--- src/gef_pkg.sv ---
package gef_pkg;

   localparam int NET_W = 10;

   typedef enum logic [1:0] {
      KIND_SET  = 2'd0,
      KIND_EVAL = 2'd1,
      KIND_ENUM = 2'd2,
      KIND_READ = 2'd3
   } kind_type;

   typedef enum logic [2:0] {
      GATE_AND  = 3'd0,
      GATE_NAND = 3'd1,
      GATE_OR   = 3'd2,
      GATE_NOR  = 3'd3,
      GATE_XOR  = 3'd4,
      GATE_XNOR = 3'd5,
      GATE_BUF  = 3'd6,
      GATE_NOT  = 3'd7
   } gate_op_type;

   typedef struct packed {
      logic [1:0]       kind;
      logic [2:0]       gate_type;
      logic [2:0]       fanin;
      logic [NET_W-1:0] in_net0;
      logic [NET_W-1:0] in_net1;
      logic [NET_W-1:0] in_net2;
      logic [NET_W-1:0] in_net3;
      logic [NET_W-1:0] out_net;
      logic             set_value;
   } req_type;

   typedef struct packed {
      logic             net_value;
      logic [NET_W-1:0] fault_net;
      logic             fault_value;
      logic [NET_W-1:0] effect_net;
      logic             effect_value;
      logic             last;
   } rsp_type;

   function automatic logic gate_fn(input logic [2:0] gt, input logic [3:0] v,
                                    input logic [3:0] used);
      logic a;
      logic o;
      logic x;
      a = &(v | ~used);
      o = |(v & used);
      x = ^(v & used);
      case (gt)
         GATE_AND:  gate_fn = a;
         GATE_NAND: gate_fn = ~a;
         GATE_OR:   gate_fn = o;
         GATE_NOR:  gate_fn = ~o;
         GATE_XOR:  gate_fn = x;
         GATE_XNOR: gate_fn = ~x;
         GATE_BUF:  gate_fn = v[0];
         default:   gate_fn = ~v[0];
      endcase
   endfunction

endpackage

--- src/gef_ram.sv ---
module gef_ram #(
   parameter int WIDTH = 1,
   parameter int DEPTH = 1024
) (
   input  logic                     clock,
   input  logic                     wr_en,
   input  logic [$clog2(DEPTH)-1:0] wr_addr,
   input  logic [WIDTH-1:0]         wr_data,
   input  logic [$clog2(DEPTH)-1:0] rd_addr,
   output logic [WIDTH-1:0]         rd_data
);
   logic [WIDTH-1:0] mem [DEPTH];

   always_ff @(posedge clock) begin
      if (wr_en) begin
         mem[wr_addr] <= wr_data;
      end
      rd_data <= mem[rd_addr];
   end
endmodule

--- src/gef_front.sv ---
// Classifies items: clamps fanin, builds the use mask, queues them.
module gef_front
   import gef_pkg::*;
#(
   parameter int MAX_FANIN = 4
) (
   input  logic    clock,
   input  logic    reset,
   input  logic    req_valid,
   output logic    req_stall,
   input  req_type req_item,
   output logic    q_valid,
   input  logic    q_take,
   output req_type q_item,
   output logic [3:0] q_used
);
   localparam int LIM = (MAX_FANIN < 4) ? MAX_FANIN : 4;

   req_type    slot_ff [2];
   logic [3:0] used_ff [2];
   logic       wp_ff, wp_in, rp_ff, rp_in;
   logic [1:0] cnt_ff, cnt_in;
   logic [2:0] n;
   logic [3:0] used;
   logic       push;

   always_comb begin
      n = req_item.fanin;
      if (n == 3'd0) n = 3'd1;
      if (n > 3'(LIM)) n = 3'(LIM);
      if (req_item.gate_type[2:1] == 2'b11) n = 3'd1;
      used = 4'((5'd1 << n) - 5'd1);
   end

   assign req_stall = (cnt_ff == 2'd2);
   assign push      = req_valid && !req_stall;
   assign q_valid   = (cnt_ff != 2'd0);
   assign q_item    = slot_ff[rp_ff];
   assign q_used    = used_ff[rp_ff];
   assign wp_in     = wp_ff ^ push;
   assign rp_in     = rp_ff ^ q_take;
   assign cnt_in    = cnt_ff + 2'(push) - 2'(q_take);

   always_ff @(posedge clock) begin
      if (reset) begin
         wp_ff  <= 1'b0;
         rp_ff  <= 1'b0;
         cnt_ff <= 2'd0;
      end else begin
         wp_ff  <= wp_in;
         rp_ff  <= rp_in;
         cnt_ff <= cnt_in;
      end
      if (push) begin
         slot_ff[wp_ff] <= req_item;
         used_ff[wp_ff] <= used;
      end
   end

   a_take_valid: assert property (@(posedge clock) disable iff (reset)
      q_take |-> q_valid) else $error("take from empty queue");
   a_no_overflow: assert property (@(posedge clock) disable iff (reset)
      cnt_ff != 2'd3) else $error("queue count overflow");
   a_count: assert property (@(posedge clock) disable iff (reset)
      (cnt_ff == 2'd0) |=> (cnt_ff != 2'd2)) else $error("queue count jump");
endmodule

--- src/gef_back.sv ---
// Executes items against the net store; one net read per cycle.
module gef_back
   import gef_pkg::*;
#(
   parameter int NET_COUNT = 1024
) (
   input  logic       clock,
   input  logic       reset,
   input  logic       q_valid,
   output logic       q_take,
   input  req_type    q_item,
   input  logic [3:0] q_used,
   output logic       rsp_valid,
   input  logic       rsp_stall,
   output rsp_type    rsp_item
);
   localparam int AW = (NET_COUNT > 1) ? $clog2(NET_COUNT) : 1;
   localparam int DEPTH = 1 << AW;
   localparam logic [NET_W:0] NET_LIM = (NET_COUNT >= (1 << NET_W))
                                        ? (NET_W+1)'(1 << NET_W) : (NET_W+1)'(NET_COUNT);

   typedef enum logic [6:0] {
      ST_IDLE  = 7'b0000001,
      ST_CLEAR = 7'b0000010,
      ST_READ  = 7'b0000100,
      ST_WAIT  = 7'b0001000,
      ST_EXEC  = 7'b0010000,
      ST_EMIT  = 7'b0100000,
      ST_SETW  = 7'b1000000
   } state_type;

   state_type     st_ff, st_in;
   req_type       it_ff;
   logic [3:0]    used_ff;
   logic [2:0]    rc_ff, rc_in;
   logic [2:0]    vc_ff, vc_in;
   logic [4:0]    vals_ff, vals_in;
   logic [2:0]    ec_ff, ec_in;
   logic [AW:0]   clr_ff, clr_in;
   logic          wr_en;
   logic [AW-1:0] wr_addr, rd_addr;
   logic          wr_data, rd_data;
   logic          rd_req_ff, rd_req_in;
   logic          rd_ok_ff, rd_ok_in;
   logic [NET_W-1:0] nets [5];
   logic [NET_W-1:0] rnet;
   logic          eval_bit;
   logic [3:0]    fv;
   logic [NET_W-1:0] knet;
   rsp_type       r;
   logic          out_ok;

   assign nets[0] = it_ff.in_net0;
   assign nets[1] = it_ff.in_net1;
   assign nets[2] = it_ff.in_net2;
   assign nets[3] = it_ff.in_net3;
   assign nets[4] = it_ff.out_net;
   assign rnet    = nets[rc_ff];
   assign out_ok  = !rsp_valid || !rsp_stall;

   gef_ram #(.WIDTH(1), .DEPTH(DEPTH)) u_ram (
      .clock(clock), .wr_en(wr_en), .wr_addr(wr_addr), .wr_data(wr_data),
      .rd_addr(rd_addr), .rd_data(rd_data));

   assign rd_addr  = AW'(rnet);
   assign eval_bit = gate_fn(it_ff.gate_type, vals_ff[3:0], used_ff);
   assign knet     = nets[ec_ff];
   always_comb begin
      for (int i = 0; i < 4; i++) begin
         fv[i] = vals_ff[i] ^ (nets[i] == knet);
      end
   end

   always_comb begin
      st_in     = st_ff;
      rc_in     = rc_ff;
      vc_in     = vc_ff;
      vals_in   = vals_ff;
      ec_in     = ec_ff;
      clr_in    = clr_ff;
      rd_req_in = 1'b0;
      rd_ok_in  = rd_ok_ff;
      q_take    = 1'b0;
      wr_en     = 1'b0;
      wr_addr   = AW'(it_ff.out_net);
      wr_data   = it_ff.set_value;
      r         = '0;
      unique case (st_ff)
         ST_CLEAR: begin
            wr_en   = 1'b1;
            wr_addr = clr_ff[AW-1:0];
            wr_data = 1'b0;
            clr_in  = clr_ff + 1'b1;
            if (clr_ff == (AW+1)'(DEPTH - 1)) st_in = ST_IDLE;
         end
         ST_IDLE: begin
            if (q_valid) begin
               q_take = 1'b1;
               rc_in  = (q_item.kind == KIND_READ || q_item.kind == KIND_SET)
                        ? 3'd4 : 3'd0;
               vc_in  = 3'd0;
               vals_in = '0;
               st_in  = (q_item.kind == KIND_SET) ? ST_SETW : ST_READ;
            end
         end
         ST_SETW: begin
            wr_en = ({1'b0, it_ff.out_net} < NET_LIM) ? 1'b1 : 1'b0;
            st_in = ST_IDLE;
         end
         ST_READ: begin
            rd_req_in = 1'b1;
            rd_ok_in  = ({1'b0, rnet} < NET_LIM);
            vc_in     = rc_ff;
            if (rc_ff == 3'd4) begin
               st_in = ST_WAIT;
            end else if (rc_ff == 3'd3 || !used_ff[rc_ff[1:0] + 2'd1]) begin
               rc_in = 3'd4;
               if (it_ff.kind != KIND_ENUM) st_in = ST_WAIT;
            end else begin
               rc_in = rc_ff + 3'd1;
            end
         end
         ST_WAIT: begin
            st_in = ST_EXEC;
            ec_in = 3'd0;
         end
         ST_EXEC: begin
            if (out_ok) begin
               if (it_ff.kind == KIND_EVAL) begin
                  r.net_value = eval_bit;
                  r.last      = 1'b1;
                  wr_en   = ({1'b0, it_ff.out_net} < NET_LIM);
                  wr_data = eval_bit;
                  st_in   = ST_IDLE;
               end else if (it_ff.kind == KIND_READ) begin
                  r.net_value = vals_ff[4];
                  r.last      = 1'b1;
                  st_in       = ST_IDLE;
               end else begin
                  st_in = ST_EMIT;
               end
            end
         end
         ST_EMIT: begin
            if (out_ok) begin
               if (ec_ff == 3'd4 || !used_ff[ec_ff[1:0]]) begin
                  r.fault_net    = it_ff.out_net;
                  r.fault_value  = ~vals_ff[4];
                  r.effect_net   = it_ff.out_net;
                  r.effect_value = ~vals_ff[4];
                  r.last         = 1'b1;
                  st_in          = ST_IDLE;
               end else begin
                  r.fault_net    = knet;
                  r.fault_value  = ~vals_ff[ec_ff];
                  r.effect_net   = it_ff.out_net;
                  r.effect_value = gate_fn(it_ff.gate_type, fv, used_ff);
                  ec_in          = ec_ff + 3'd1;
               end
            end
         end
         default: st_in = ST_IDLE;
      endcase
      if (rd_req_ff) vals_in[vc_ff] = rd_data & rd_ok_ff;
   end

   always_ff @(posedge clock) begin
      if (reset) begin
         st_ff     <= ST_CLEAR;
         clr_ff    <= '0;
         rsp_valid <= 1'b0;
         rd_req_ff <= 1'b0;
      end else begin
         st_ff     <= st_in;
         clr_ff    <= clr_in;
         rd_req_ff <= rd_req_in;
         if ((st_ff == ST_EXEC && it_ff.kind != KIND_ENUM && out_ok)
             || (st_ff == ST_EMIT && out_ok)) begin
            rsp_valid <= 1'b1;
         end else if (!rsp_stall) begin
            rsp_valid <= 1'b0;
         end
      end
      rc_ff    <= rc_in;
      vc_ff    <= vc_in;
      vals_ff  <= vals_in;
      ec_ff    <= ec_in;
      rd_ok_ff <= rd_ok_in;
      if (q_take) begin
         it_ff   <= q_item;
         used_ff <= q_used;
      end
      if ((st_ff == ST_EXEC && it_ff.kind != KIND_ENUM && out_ok)
          || (st_ff == ST_EMIT && out_ok)) begin
         rsp_item <= r;
      end
   end

   a_stall_hold: assert property (@(posedge clock) disable iff (reset)
      rsp_valid && rsp_stall |=> rsp_valid) else $error("result dropped");
   a_take_idle: assert property (@(posedge clock) disable iff (reset)
      q_take |-> st_ff == ST_IDLE) else $error("take while busy");
   a_no_write_emit: assert property (@(posedge clock) disable iff (reset)
      st_ff == ST_EMIT |-> !wr_en) else $error("store write during enumerate");
endmodule

--- src/gate_eval_and_fault_enumerator.sv ---
// channel  direction  handshake            payload
// req      in         req_valid/req_stall  req_item (gef_pkg::req_type)
// rsp      out        rsp_valid/rsp_stall  rsp_item (gef_pkg::rsp_type)
// After reset the store is swept to zero, one net a cycle; items queue
// meanwhile. Items run one at a time: a set writes the store; a read, an
// evaluate or an enumerate reads its nets in turn over the one store read
// port. A two-entry queue lets the front accept while results wait on rsp_stall.
module gate_eval_and_fault_enumerator
   import gef_pkg::*;
#(
   parameter int NET_COUNT = 1024,
   parameter int MAX_FANIN = 4
) (
   input  logic    clock,
   input  logic    reset,
   input  logic    req_valid,
   output logic    req_stall,
   input  req_type req_item,
   output logic    rsp_valid,
   input  logic    rsp_stall,
   output rsp_type rsp_item
);
   logic       q_valid, q_take;
   req_type    q_item;
   logic [3:0] q_used;

   gef_front #(.MAX_FANIN(MAX_FANIN)) u_front (
      .clock(clock), .reset(reset), .req_valid(req_valid), .req_stall(req_stall),
      .req_item(req_item), .q_valid(q_valid), .q_take(q_take), .q_item(q_item),
      .q_used(q_used));

   gef_back #(.NET_COUNT(NET_COUNT)) u_back (
      .clock(clock), .reset(reset), .q_valid(q_valid), .q_take(q_take),
      .q_item(q_item), .q_used(q_used), .rsp_valid(rsp_valid),
      .rsp_stall(rsp_stall), .rsp_item(rsp_item));
endmodule
--- config.mk ---
export PLATFORM = sky130hd
export DESIGN_NAME = gate_eval_and_fault_enumerator
export DESIGN_NICKNAME = d
export VERILOG_FILES = /design/src/gef_pkg.sv /design/src/gef_ram.sv /design/src/gef_front.sv /design/src/gef_back.sv /design/src/gate_eval_and_fault_enumerator.sv
export SDC_FILE = /design/constraint.sdc
export NUM_CORES = 2
export LEC_CHECK = 0
export ABC_AREA = 1
export BUFFER_PORTS_ARGS = -buffer_cell sky130_fd_sc_hd__buf_4
export CORE_MARGIN = 3
export CORE_UTILIZATION = 49
export DETAILED_ROUTE_END_ITERATION = 6
export GPL_ROUTABILITY_DRIVEN = 0
export PLACE_DENSITY = 0.67
export SETUP_SLACK_MARGIN = 0.15
export SYNTH_ARGS = -nofsm -noshare
export SYNTH_HDL_FRONTEND = slang
export SYNTH_HIERARCHICAL = 1
export SYNTH_SLANG_ARGS = --single-unit
--- constraint.sdc ---
create_clock -name clock -period 59.6 [get_ports clock]
set_clock_uncertainty 0.1 [all_clocks]
set_input_delay 8.94 -clock clock [delete_from_list [all_inputs] [get_ports clock]]
set_output_delay 8.94 -clock clock [all_outputs]
set_load 0.01 [all_outputs]
* After elaboration in Yosys (flattened, before gate mapping)
Memories as Yosys holds them, arrays and structs flattened. A register that Yosys moved wholly into a read port is not among the register bits.
Index checks and enable logic that the tools add are counted.
** Operators by class
- Muxes and demuxes :: 71
- Add/sub/neg operators :: 7
- Bitwise operators :: 23
- Order comparisons :: 8
- Shift operators :: 1
- Reductions and logical operators :: 34
- Equal/unequal tests :: 37
** Operators by type and width (number)
- 7-bit 2-to-1 mux :: 9
- 10-bit binary-select mux with 3-bit select :: 2
- 10-bit 2-to-1 mux :: 5
- 7-bit case mux with 6 select lines :: 1
- 10-bit == test :: 4
- 3-bit 2-to-1 mux :: 10
- 1-bit 2-to-1 mux :: 25
- 22-bit 2-to-1 mux :: 1
- 3-bit case mux with 2 select lines :: 3
- 3-bit == test (second input constant) :: 5
- 5-bit 2-to-1 mux :: 3
- 1-bit case mux with 7 select lines :: 2
- 6-bit 2-to-1 mux :: 2
- 11-bit by 1-bit adder with 11-bit output (second input constant) :: 1
- 11-bit by 10-bit == test with 1-bit output (second input constant) :: 1
- 2-bit by 1-bit != test with 1-bit output (second input constant) :: 5
- 1-bit inverter :: 10
- 3-bit by 2-bit == test with 1-bit output (second input constant) :: 3
- 4-bit bitwise AND :: 2
- 2-bit == test (second input constant) :: 4
- 4-bit greater-or-equal comparator (second input constant) :: 2
- 3-bit by 4-bit less-than comparator with 1-bit output (second input constant) :: 2
- 2-bit != test (second input constant) :: 4
- 3-bit inverter with 4-bit output :: 2
- 40 further kinds :: 73
** Storage, ports and cells
- Memory bits (writable) :: 1150
- Memories kept :: 3
- Bits in registers :: 118
- Input port bits :: 63
- Word-level logic and storage cells :: 209
- Output and inout port bits :: 26
** Memories
- u_back.u_ram.mem :: depth 1024, bits a word 1, rd ports 1, clocked after Yosys merged registers in 1, wr ports 1, line gef_ram.sv:12 : logic [WIDTH-1:0] mem [DEPTH];
- u_front.slot_ff :: depth 2, bits a word 59, rd ports 1, clocked after Yosys merged registers in 1, wr ports 1, line gef_front.sv:19 : req_type slot_ff [2];
- u_front.used_ff :: depth 2, bits a word 4, rd ports 1, clocked after Yosys merged registers in 1, wr ports 1, line gef_front.sv:20 : logic [3:0] used_ff [2];

* Longest topological paths before layout
- Depth in word-level cells :: 11
- Gate-level depth with buffers :: 25

* Modules after synthesis
Netlist, hierarchy kept.
** By module, submodules not included
- gef_ram :: sequential area each 30769.5 um^2, instances 1, cells each 4679, area an instance 46392.0 um^2
- gef_back :: sequential area each 3293.2 um^2, instances 1, cells each 789, area an instance 6686.4 um^2
- gef_front :: sequential area each 3863.7 um^2, instances 1, cells each 240, area an instance 5134.9 um^2

* Least setup slack after synthesis
OpenSTA, ideal clock, no wires.
- Path kind :: input -> register
- From :: input port rsp_stall
- To :: memory u_back.u_ram.mem[0], data pin
- Setup time :: 8608 ps
- Stages :: 6
- Slack :: 659 ps
- Data required time :: 50892 ps
- Path buffers :: 0
- Data arrival time :: 50233 ps
- Path through :: nand2_1 inv_1 nor2_1 nand2_1 inv_1 a221oi_1
** Between the ends
- Word-level cells in the longest chain between the ends :: 4
** Ends and longest elaborated chain
- from (decl) :: line gate_eval_and_fault_enumerator.sv:20 : input logic rsp_stall,
- 1-bit zero test :: line gef_back.sv:59 : assign out_ok = !rsp_valid || !rsp_stall;
- 1-bit logical OR :: line gef_back.sv:59
- 1-bit 2-to-1 mux :: line gef_back.sv:128 : if (out_ok) begin
- 1-bit case mux with 2 select lines :: line gef_back.sv:88 : unique case (st_ff)
- via u_back.wr_data :: line gef_back.sv:42 : logic wr_data, rd_data;
- to (decl) :: line gef_ram.sv:12
The timed path passes the listed nets, and every way through them passes these cells.

* Final worst setup path
- From :: input port rsp_stall
- To :: memory u_back.u_ram.mem[623], data pin
The elaborated chain is that of the path after synthesis.

==> impl_metrics.json <==
{
  "outcome": "completed",
  "diodes": 0,
  "cp_max_fo": 295,
  "areaGrowthSynthToFinish_pct": 8.67,
  "critical_path_class": "input port to flop",
  "die_y_um": 350,
  "ir_worst_vdd_v": 0.0000328,
  "syn_inst": 5699,
  "start_kind": "input port",
  "cts_hold_buffers": 0,
  "cts_tree": "done",
  "io_buffers": 88,
  "drt-total-wl_mm": 153,
  "end_kind": "flop",
  "drtPass1Iterations": 6,
  "rows": 125,
  "detail_route.wl_per_cell_um": 21.3,
  "postSynthAreaPerCell_um2": 10.2,
  "io_pins": 89,
  "layout-drive-gt1-share_pct": 8.51,
  "p_per_area_mw_per_mm2": 40.7,
  "maxSlewHeadroom_pct": 12.3,
  "die_w_um": 350,
  "tightest_slew_ns": 1.31,
  "crit_chain": "buf_4, nand2_1, inv_1, nor2_1, nand2_1, inv_1, a221oi_4, buf_12, buf_12, buf_4, buf_12",
  "fin_util_pct": 53.9,
  "fin_crit_sh_pct": 21.9,
  "grt-ovfl-total": 0,
  "grt_pass1_vias": 38700,
  "worstPathArrival_ns": 13.33,
  "nNetsFinal": 5624,
  "fill_cells": 10000,
  "remaining_drc_errors": 0,
  "clockBufferDepth": 3,
  "clk_latency_ns": 0.74,
  "clkTransAtPathRegs_ns": 0.06,
  "track_usage_pct": 24.6,
  "ys_warn_count": 6,
  "power_leakage_nw": 21.6,
  "max_stage_delay_ns": 0.95,
  "start_util_pct": 49.6,
  "root_buffer": "clkbuf_16",
  "rsz0062_at_grt": "false",
  "hpwl_mm": 78.1,
  "grt_max_degree": 296,
  "vias_per_cell": 5.79,
  "drt_iter0_drc": 5025,
  "hold_viol": 0,
  "fmax_mhz": 76.5,
  "p_total_w": 0.00256,
  "min_path_type": "flop to flop",
  "htreeDepth": 4,
  "ant_nets": 0,
  "whs_ns": 0.396,
  "required_ns": 59.86,
  "slowest_stage": "buf_4",
  "setup_viol": 0,
  "drv_cap": 0,
  "tns_ns": 0,
  "mappedNetlistArea_mm2": 0.0580,
  "cts.sinks": 1267,
  "antenna_found_initial": 3,
  "ctsResizeCount": 0,
  "post_cts_buffers": 0,
  "grt_pass1_wl_mm": 230,
  "cts_buffers": 135,
  "final_max_slew_viol_count": 0,
  "fin_crit_ns": 13.08,
  "path_common_cell": "buf_12",
  "coreArea_mm2": 0.117,
  "route.vias.total": 41500,
  "die_area_mm2": 0.123
}
## metal layers
layer	global-route usage, %	up-vias	share of wire (%)
li1	-	19000	-
met1	32.8	20100	39
met2	40.5	2062	47
met3	3.78	346	9.3
met4	10.0	0	3.9
met5	0	-	0
## worst paths after layout
check                             from               endpoint  slack (ns)  cells after the start
setup / recovery             rsp_stall  u_back/u_ram/mem[623]       46.52                     11
hold / removal    u_back/u_ram/rd_data      u_back/vals_ff[1]        0.40                      2
hold reg to reg   u_back/u_ram/rd_data      u_back/vals_ff[1]        0.40                      2
setup reg to reg       u_back/rc_ff[1]   u_back/u_ram/rd_data       52.94                     19
## through the flow
| step | setup WS [ns] | instance area, um^2 | cells |
|---|---|---|---|
| 6_report | 46.52 | 63000 | 7175 |
| 2_1_floorplan | 0.659 | 58000 | 5701 |
| 3_5_place_dp | 45.98 | 58900 | 6932 |
| 5_1_grt | 46.20 | 63000 | 7175 |
| 4_1_cts | 46.74 | 63000 | 7175 |
| 3_3_place_gp | 45.99 | 58900 | 6932 |
## report_power, final
group          total (W)  internal [W]  leakage, nW  switching [W]
registers        0.00109       0.00108         11.5      0.0000115
clock network   0.000789      0.000451         2.03       0.000338
logic           0.000679      0.000155         8.05       0.000524
## placed cells by master, fill, tap and decap left out, types with 3 or more instances in the layout
cell type / count
a211oi_1: 3
a21oi_1: 46
a221oi_1: 3
buf_12: 5
buf_4: 141
bufinv_16: 4
clkbuf_1: 30
clkbuf_16: 141
clkinv_1: 39
clkinv_2: 21
conb_1: 3
dfxtp_1: 29
edfxtp_1: 1237
ha_1: 14
inv_1: 156
inv_2: 11
inv_6: 7
mux2_2: 4
mux2_4: 56
nand2_1: 1260
nand2_2: 30
nand2_4: 12
nand3_1: 1090
nand3_2: 13
nand3b_1: 8
nand4_1: 15
nor2_1: 1104
nor2_2: 4
nor3_1: 36
o21ai_0: 57
o21ai_4: 5
o22a_1: 5
o22ai_1: 3
o31ai_1: 3
or2_2: 4
xnor2_1: 10
xor2_1: 6
## flip-flops by register name, summed over array words and instances (netlist names), 4 cells and up
register,flops
u_back/clr_ff,11
u_back/it_ff,56
u_back/rsp_item,24
u_back/st_ff,7
u_back/u_ram/mem,1024
u_back/used_ff,4
u_back/vals_ff,5
u_front/slot_ff,112
u_front/used_ff,8
## cell type report
type / instances / area, um^2 / share of cell area [%]
clock buffer: 172 / 3650 / 5.80
clock inverter: 71 / 473 / 0.751
inverter: 174 / 686 / 1.09
multi-input combinational: 3821 / 17400 / 27.6
sequential: 1267 / 37800 / 59.9
tap: 1524 / 1910 / 3.03
timing repair buffer: 146 / 1160 / 1.84
## critical path, delay by kind of cell
kind	cells	cell delay, ns
buffers and inverters	7	3.15
AOI/OAI and AO/OA	1	0.29
and+or+nand+nor	3	0.30
(Power assumes the default switching activity.)
